`src/hw/rtl/ipv4_header_checker_defines.svh`:
```
// Assertion macros shared by the IPv4 header checker RTL.
// No dependencies; included by the modules that carry checks.
`ifndef IPV4_HEADER_CHECKER_DEFINES_SVH
`define IPV4_HEADER_CHECKER_DEFINES_SVH

`ifndef SYNTHESIS
// same-cycle implication, disabled while in reset
`define IHC_ASSERT_NOW(lbl, clk, rst_n, ante, cons) \
    lbl: assert property (@(posedge clk) disable iff (!(rst_n)) (ante) |-> (cons)) \
        else $error("ipv4_header_checker: assertion failed");
// next-cycle implication, disabled while in reset
`define IHC_ASSERT_NEXT(lbl, clk, rst_n, ante, cons) \
    lbl: assert property (@(posedge clk) disable iff (!(rst_n)) (ante) |=> (cons)) \
        else $error("ipv4_header_checker: assertion failed");
`else
`define IHC_ASSERT_NOW(lbl, clk, rst_n, ante, cons)
`define IHC_ASSERT_NEXT(lbl, clk, rst_n, ante, cons)
`endif

`endif

```
`src/hw/rtl/ihc_pkg.sv`:
```
// Shared types and constants for the IPv4 header checker.
// No dependencies; used by ihc_parser, ihc_queue, ihc_emit and the top level.
package ihc_pkg;

    // verdict codes
    localparam logic [2:0] ST_OK        = 3'd0;
    localparam logic [2:0] ST_SHORT     = 3'd1;
    localparam logic [2:0] ST_NOT_V4    = 3'd2;
    localparam logic [2:0] ST_BAD_HLEN  = 3'd3;
    localparam logic [2:0] ST_BAD_TLEN  = 3'd4;
    localparam logic [2:0] ST_FRAGMENT  = 3'd5;
    localparam logic [2:0] ST_ZERO_DST  = 3'd6;
    localparam logic [2:0] ST_UNK_PROTO = 3'd7;

    // protocol classes
    localparam logic [1:0] PK_INVALID = 2'd0;
    localparam logic [1:0] PK_ICMP    = 2'd1;
    localparam logic [1:0] PK_TCP     = 2'd2;
    localparam logic [1:0] PK_UDP     = 2'd3;

    // IP protocol numbers
    localparam logic [7:0] PROTO_ICMP = 8'h01;
    localparam logic [7:0] PROTO_TCP  = 8'h06;
    localparam logic [7:0] PROTO_UDP  = 8'h11;

    localparam logic [3:0] IP_VERSION4 = 4'h4;
    localparam logic [5:0] MIN_HDR_LEN = 6'd20;
    localparam logic [7:0] FLAGS_MASK  = 8'hBF;  // all flag/offset bits except DF

    // verdict record handed from the parser to the output stage
    typedef struct packed {
        logic [2:0]  status;
        logic [5:0]  hdr_len;
        logic [15:0] total_len;
        logic [7:0]  proto;
        logic [31:0] src;
        logic [31:0] dst;
    } verdict_t;

endpackage

```
`src/hw/rtl/ihc_parser.sv`:
```
// Front end: walks the header bytes and produces one verdict per datagram.
// Depends on ihc_pkg and ipv4_header_checker_defines.svh.
`include "ipv4_header_checker_defines.svh"

module ihc_parser (
    input  logic              aclk,
    input  logic              aresetn,
    input  logic              byte_valid,
    output logic              byte_ready,
    input  logic              sof,
    input  logic [7:0]        data_byte,
    input  logic [15:0]       frame_length,
    output logic              vrd_valid,
    input  logic              vrd_ready,
    output ihc_pkg::verdict_t vrd
);

    localparam logic [5:0] POS_VER    = 6'd0;
    localparam logic [5:0] POS_TLEN_H = 6'd2;
    localparam logic [5:0] POS_TLEN_L = 6'd3;
    localparam logic [5:0] POS_FLAGS  = 6'd6;
    localparam logic [5:0] POS_FOFF   = 6'd7;
    localparam logic [5:0] POS_PROTO  = 6'd9;
    localparam logic [5:0] POS_SRC0   = 6'd12;
    localparam logic [5:0] POS_SRC3   = 6'd15;
    localparam logic [5:0] POS_DST0   = 6'd16;
    localparam logic [5:0] POS_DST3   = 6'd19;
    localparam logic [5:0] POS_MAX    = 6'd59;

    logic        done_reg, done_next;
    logic [5:0]  pos_reg, pos_next;
    logic [15:0] fl_reg, fl_next;
    logic [5:0]  hl_reg, hl_next;
    logic [15:0] tl_reg, tl_next;
    logic [7:0]  proto_reg, proto_next;
    logic [31:0] src_reg, src_next;
    logic [31:0] dst_reg, dst_next;

    logic        accept, active, hit;
    logic [2:0]  status;
    logic [5:0]  cur_pos;

    assign byte_ready = vrd_ready;
    assign accept     = byte_valid && byte_ready;
    assign active     = accept && (sof || !done_reg);

    always_comb begin
        cur_pos    = sof ? 6'd0 : pos_reg;
        fl_next    = sof ? frame_length : fl_reg;
        hl_next    = sof ? 6'd0 : hl_reg;
        tl_next    = sof ? 16'd0 : tl_reg;
        proto_next = sof ? 8'd0 : proto_reg;
        src_next   = sof ? 32'd0 : src_reg;
        dst_next   = sof ? 32'd0 : dst_reg;
        hit        = 1'b0;
        status     = ihc_pkg::ST_OK;

        case (cur_pos)
            POS_VER: begin
                hl_next = {data_byte[3:0], 2'b00};
                if (fl_next < 16'd20) begin
                    hit    = 1'b1;
                    status = ihc_pkg::ST_SHORT;
                end else if (data_byte[7:4] != ihc_pkg::IP_VERSION4) begin
                    hit    = 1'b1;
                    status = ihc_pkg::ST_NOT_V4;
                end else if (hl_next < ihc_pkg::MIN_HDR_LEN ||
                             {10'd0, hl_next} > fl_next) begin
                    hit    = 1'b1;
                    status = ihc_pkg::ST_BAD_HLEN;
                end
            end
            POS_TLEN_H: tl_next = {data_byte, 8'd0};
            POS_TLEN_L: begin
                tl_next = {tl_next[15:8], data_byte};
                if (tl_next < {10'd0, hl_next} || tl_next > fl_next) begin
                    hit    = 1'b1;
                    status = ihc_pkg::ST_BAD_TLEN;
                end
            end
            POS_FLAGS: begin
                if ((data_byte & ihc_pkg::FLAGS_MASK) != 8'd0) begin
                    hit    = 1'b1;
                    status = ihc_pkg::ST_FRAGMENT;
                end
            end
            POS_FOFF: begin
                if (data_byte != 8'd0) begin
                    hit    = 1'b1;
                    status = ihc_pkg::ST_FRAGMENT;
                end
            end
            POS_PROTO: proto_next = data_byte;
            default: ;
        endcase

        if (cur_pos >= POS_SRC0 && cur_pos <= POS_SRC3) begin
            src_next = {src_next[23:0], data_byte};
        end
        if (cur_pos >= POS_DST0 && cur_pos <= POS_DST3) begin
            dst_next = {dst_next[23:0], data_byte};
        end

        if (!hit && cur_pos == POS_DST3 && dst_next == 32'd0) begin
            hit    = 1'b1;
            status = ihc_pkg::ST_ZERO_DST;
        end else if (!hit && cur_pos >= POS_DST3 &&
                     ({1'b0, cur_pos} + 7'd1) >= {1'b0, hl_next}) begin
            hit = 1'b1;
            if (proto_next == ihc_pkg::PROTO_ICMP || proto_next == ihc_pkg::PROTO_TCP ||
                proto_next == ihc_pkg::PROTO_UDP) begin
                status = ihc_pkg::ST_OK;
            end else begin
                status = ihc_pkg::ST_UNK_PROTO;
            end
        end

        pos_next  = hit ? cur_pos : cur_pos + 6'd1;
        done_next = hit;
    end

    assign vrd_valid     = active && hit;
    assign vrd.status    = status;
    assign vrd.hdr_len   = hl_next;
    assign vrd.total_len = tl_next;
    assign vrd.proto     = proto_next;
    assign vrd.src       = src_next;
    assign vrd.dst       = dst_next;

    always_ff @(posedge aclk) begin
        if (!aresetn) begin
            done_reg <= 1'b1;
            pos_reg  <= 6'd0;
        end else if (active) begin
            done_reg <= done_next;
            pos_reg  <= pos_next;
        end
    end

    // header fields: no reset, cleared (frame length reloaded) on every start of frame
    always_ff @(posedge aclk) begin
        if (active) begin
            fl_reg    <= fl_next;
            hl_reg    <= hl_next;
            tl_reg    <= tl_next;
            proto_reg <= proto_next;
            src_reg   <= src_next;
            dst_reg   <= dst_next;
        end
    end

    `IHC_ASSERT_NEXT(a_done_after_verdict, aclk, aresetn, vrd_valid && vrd_ready, done_reg)
    `IHC_ASSERT_NOW(a_pos_in_header, aclk, aresetn, !done_reg, pos_reg <= POS_MAX)

endmodule

```
`config.mk`:
```
export PLATFORM = sky130hd
export DESIGN_NAME = ihc_parser
export DESIGN_NICKNAME = d
export VERILOG_FILES = /design/src/hw/rtl/ihc_pkg.sv /design/src/hw/rtl/ihc_parser.sv
export VERILOG_INCLUDE_DIRS = /design/src /design/src/hw/rtl
export SDC_FILE = /design/constraint.sdc
export NUM_CORES = 1
export LEC_CHECK = 0
export BUFFER_PORTS_ARGS = -buffer_cell sky130_fd_sc_hd__buf_2
export CAP_MARGIN = 0
export CORE_MARGIN = 2
export CORE_UTILIZATION = 40
export DETAILED_ROUTE_END_ITERATION = 7
export REMOVE_ABC_BUFFERS = 1
export SLEW_MARGIN = 20
export SYNTH_ARGS = -nofsm -noshare
export SYNTH_HDL_FRONTEND = slang
export SYNTH_SLANG_ARGS = --single-unit
```
`constraint.sdc`:
```
create_clock -name aclk -period 6.8 [get_ports aclk]
set_input_delay 1.36 -clock aclk [delete_from_list [all_inputs] [get_ports aclk]]
set_output_delay 1.36 -clock aclk [all_outputs]
set_load 0.01 [all_outputs]
```
==> impl_metrics.yaml, run 1 <==
cells_and_area:
  finalNonFillerCells: 1018
  areaGrowthSynthToFinish_pct: 19.9
  fin_area_mm2: 0.00801
  antenna_cells: 0
  fillers: 1565
  final_common_cell: "nand2_1"
  drive_above_1_share_pct: 22.6
  post-route-util_pct: 48.7
  nets: 850
  layout_common_cells: "nand2_1 (162), buf_2 (126), edfxtp_1 (110)"
sta:
  clock.fmax_mhz: 174
  worstMarginPinSlew_ps: 1050
  timing.final.crit_share_pct: 84.5
  fin_skew_ps: 6.47
  relSlewSlack_pct: 29.8
  final.setup.tns_ps: 0
  hold_ws_ps: 506
  finalSetupViolCount: 0
  setup_ws_ps: 1050
  drv_slew: 0
  finalCriticalPeriod_ps: 5750
  final_hold_viol_count: 0
  rsz0062_at_grt: "no"
logic_synthesis:
  ys_async_sr_fraction_pct: 0
  ys_seq_area_share_pct: 51.5
  ys_warn_count: 0
  synthFlopType: "edfxtp_1"
  ys_types: 58
  synth-edff-count: 110
  syn_inst: 673
  netlist_area_mm2: 0.00668
  ys_ff_latch: 117
  avgSynthCellArea_um2: 9.93
floorplanning:
  dieArea_mm2: 0.0178
  core-area_mm2: 0.0165
  die_x_um: 133
  die_h_um: 133
  io_pins: 128
  rows: 47
  start_util_pct: 40.6
worst_setup_path:
  cp_cell_sequence: "buf_4, nand2b_1, ha_1, nand2b_1, mux2_2, ha_1, nand2_1, o21ai_0, o2111ai_1, a311o_1, a21oi_1, nor3_1, nor2_1, buf_2"
  reg2reg_slack_ps: 3180
  worstSetupPathType: "in -> out"
  endpoint_kind: "output pin"
  critPathLaunchType: "input port"
  cp_slowest_cell: "a311o_1"
  critPathArrivalTime_ps: 4390
  critPathRequiredTime_ps: 5440
  cp_slowest_stage_delay_ps: 410
  path_max_fanout: 13
detailed_routing:
  postRouteAntennaNets: 0
  totalWireLength_mm: 18.2
  firstDrtPassIters: 5
  drt-initial-drc-count: 426
  vias: 5469
  wl_per_cell_um: 17.9
  viasPerCell: 5.37
  drc: 0
clock_tree:
  clk_latency_ps: 420
  cts.htree.levels: 4
  clk_pin_slew_ps: 50
  cts_tree: "done"
  hold_buffers: 0
  ctsResizeCount: 0
  clock-root-buffer: "clkbuf_16"
  postCtsSetupBuffers: 0
  clock_path_buffers: 2
  cts_sinks: 117
  cts_buffers: 17
placed_design:
  gp_congestion: 0.854
  port_buffers: 127
  dp_cells: 987
  postPlaceCellArea_mm2: 0.00746
  hpwlAfterDp_mm: 12.5
  dp_slack_ps: 1120
grt:
  grt_overflow: 0
  grt_max_degree: 64
  grtUsageTotal_pct: 20.4
  grt_pass1_vias: 5323
  grt_pass1_wl_mm: 28.5
  antenna_found_initial: 0
pwr:
  leakagePower_nw: 3.38
  p_total_mw: 1.83
  power_density_mw_per_mm2: 229
  ir_drop_mv: 0.170
outcome:
  outcome: "complete, no violations"
run:
  maxCapViolations: 0
min_path:
  hold_path.class: "reg -> reg"
==> final cells by class <==
class	instances	area, um2	area share, %
multi-input combinational	481	2920	36.4
sequential	117	3440	43.0
clock inverter	11	111	1.39
tap	220	275	3.44
clock buffer	20	437	5.45
inverter	34	130	1.62
timing repair buffer	135	698	8.71
==> logic make-up (layout without fill, tap and decap cells) <==
kind of cell	after synthesis	count (layout)	synth area share (%)
compound gates	127	127	11.5
fa+ha+maj	35	35	6.55
buf+inv	75	200	4.94
simple gates	289	289	20.9
flops	117	117	51.5
mux	26	26	4.01
xor+xnor	4	4	0.524
==> where the power goes <==
| part | internal (mW) | switching [mW] | leakage [nW] | total, mW |
|---|---|---|---|---|
| combinational | 0.0593 | 0.109 | 2.04 | 0.168 |
| sequential | 0.810 | 0.00915 | 1.08 | 0.819 |
| clock | 0.531 | 0.313 | 0.264 | 0.844 |
| total | 1.40 | 0.431 | 3.38 | 1.83 |
==> synthesized netlist by cell type, types with 7 or more instances <==
master,n,area share [%]
nand2_1,162,9.1
edfxtp_1,110,49
a21oi_1,65,4.9
ha_1,35,6.6
inv_1,34,1.9
clkbuf_1,27,1.5
o21ai_0,25,1.9
mux2i_1,22,3.3
nor2_1,20,1.1
nand3b_1,18,2.0
nor2b_1,17,1.6
nand2b_1,14,1.3
nand3_1,13,0.97
nor4_1,13,1.2
a22o_1,8,1.0
dfxtp_1,7,2.1
==> worst paths after layout <==
path | start | to | cells after the start
setup / recovery | sof | vrd[94] | 14
hold reg to reg | pos_reg[0] | pos_reg[0] | 2
hold / removal | pos_reg[0] | pos_reg[0] | 2
setup reg to reg | pos_reg[2] | pos_reg[0] | 12
==> metal layers <==
layer | vias up | global-route usage (%) | part of all wire (%)
met3 | 26 | 3.88 | 5.3
met2 | 195 | 32.3 | 48
met5 | - | 0 | 0
met4 | 0 | 7.15 | 1.9
met1 | 2615 | 28.1 | 45
li1 | 2633 | - | -
==> worst max-delay path: cells and delay by family <==
| family | cells | cell delay, ps |
|---|---|---|
| simple gates | 5 | 760 |
| fa+ha+maj | 2 | 530 |
| compound gates | 4 | 1000 |
| buf+inv | 2 | 300 |
| mux | 1 | 400 |
Power figures use the tool's default switching activity.
==> inputs of run 2 (changes only) <==
==> constraint.sdc (replaced) <==
create_clock -name aclk -period 5.1 [get_ports aclk]
set_input_delay 1.02 -clock aclk [delete_from_list [all_inputs] [get_ports aclk]]
set_output_delay 1.02 -clock aclk [all_outputs]
set_load 0.01 [all_outputs]
==> impl_metrics.yaml, run 2 (same netlist as run 1, synthesis figures left out) <==
detailed_routing:
  totalWireLength_mm: 18.4
  drt-initial-drc-count: 503
  firstDrtPassIters: 7
  postRouteAntennaNets: 0
  viasPerCell: 5.32
  drc: 0
  wl_per_cell_um: 18.0
  vias: 5444
clock_tree:
  cts_sinks: 117
  hold_buffers: 0
  cts_tree: "done"
  clock-root-buffer: "clkbuf_16"
  cts.htree.levels: 4
  clk_latency_ps: 420
  cts_buffers: 17
  postCtsSetupBuffers: 0
  ctsResizeCount: 0
  clk_pin_slew_ps: 50
  clock_path_buffers: 2
floorplanning:
  rows: 47
  io_pins: 128
  die_x_um: 133
  core-area_mm2: 0.0165
  start_util_pct: 40.6
  dieArea_mm2: 0.0178
  die_h_um: 133
placed_design:
  gp_congestion: 0.865
  dp_slack_ps: 333
  port_buffers: 127
  hpwlAfterDp_mm: 12.5
  dp_cells: 992
cells_and_area:
  finalNonFillerCells: 1023
  nets: 855
  drive_above_1_share_pct: 23.0
  layout_common_cells: "nand2_1 (162), buf_2 (126), edfxtp_1 (110)"
  final_common_cell: "nand2_1"
  antenna_cells: 0
  areaGrowthSynthToFinish_pct: 20.3
  post-route-util_pct: 48.8
grt:
  grt_overflow: 0
  grt_max_degree: 69
  grt_pass1_vias: 5324
  grt_pass1_wl_mm: 28.6
  grtUsageTotal_pct: 20.6
  antenna_found_initial: 0
worst_setup_path:
  worstSetupPathType: "in -> out"
  endpoint_kind: "output pin"
  reg2reg_slack_ps: 1690
  critPathLaunchType: "input port"
  startpoint: "sof"
  regToRegStartpoint: "pos_reg[2]"
  r2r-end: "pos_reg[2]"
  r2r_cells: 12
  critPathCapture: "vrd[94]"
  critPathRequiredTime_ps: 4080
  path_max_fanout: 6
  critPathArrivalTime_ps: 3750
sta:
  rsz0062_at_grt: "no"
  finalSetupViolCount: 0
  relSlewSlack_pct: 48.3
  setup_ws_ps: 329
  hold_ws_ps: 502
  final.setup.tns_ps: 0
  worstMarginPinSlew_ps: 775
  fin_skew_ps: 7.35
  timing.final.crit_share_pct: 93.6
  finalCriticalPeriod_ps: 4770
  final_hold_viol_count: 0
  drv_slew: 0
  clock.fmax_mhz: 210
pwr:
  ir_drop_mv: 0.212
  swShare_pct: 24.3
  internal_power_mw: 1.82
  power_density_mw_per_mm2: 299
  clkPwrFrac_pct: 45.1
  power_switching_uw: 583
  sequentialPowerShare_pct: 45.4
  leakagePower_nw: 3.40
  comb_power_share_pct: 9.5
outcome:
  outcome: "complete, no violations"
run:
  maxCapViolations: 0
min_path:
  hold_path.class: "reg -> reg"
-- run 2: how the worst min path moves through the flow --
stage               start  cells after the start          to
4_1_cts        pos_reg[1]                      2  pos_reg[1]
6_report       pos_reg[1]                      2  pos_reg[1]
5_1_grt        pos_reg[1]                      2  pos_reg[1]
3_3_place_gp   pos_reg[0]                      2  pos_reg[0]
2_1_floorplan  pos_reg[0]                      2  pos_reg[0]
3_5_place_dp   pos_reg[1]                      2  pos_reg[1]
-- run 2: power groups by stage --
stage	Combinational (mW)	Sequential, mW	Clock (mW)
3_3_place_gp	0.221	1.11	0
3_5_place_dp	0.226	1.11	0
5_1_grt	0.250	1.09	1.14
6_report	0.228	1.09	1.08
4_1_cts	0.229	1.09	1.10
2_1_floorplan	0.119	1.11	0
-- run 2: routing by layer --
| metal | vias up | track usage, % | share of wire [%] |
|---|---|---|---|
| met2 | 172 | 32.6 | 47 |
| met3 | 23 | 4.07 | 5.5 |
| met1 | 2604 | 28.3 | 46 |
| met5 | - | 0 | 0 |
| met4 | 0 | 7.15 | 1.5 |
| li1 | 2645 | - | - |
-- run 2: layout make-up --
class / count / area, um2
Fill cell: 1575 / 8430
Sequential cell: 117 / 3440
Multi-Input combinational cell: 481 / 2920
Timing Repair Buffer: 140 / 748
Clock buffer: 21 / 440
Tap cell: 220 / 275
Inverter: 34 / 130
Clock inverter: 10 / 85.1
-- run 2: critical path, cell delays in order --
cell and delay, ps:
buf_4 140, nand2b_1 200, inv_1 140, ha_1 300, inv_1 130, xnor2_1 170, ha_1 300, nand2_1 50
o21ai_0 170, o2111ai_1 140, a311o_1 400, a21oi_1 230, nor3_1 100, nor2_1 120, buf_2 140
-- run 2: metrics by stage --
stage	power, mW	area [um2]
global placement	1.33	7510
detailed placement	1.34	7510
finish	2.40	8040
CTS	2.42	8040
global route	2.49	8040
floorplan	1.23	6480
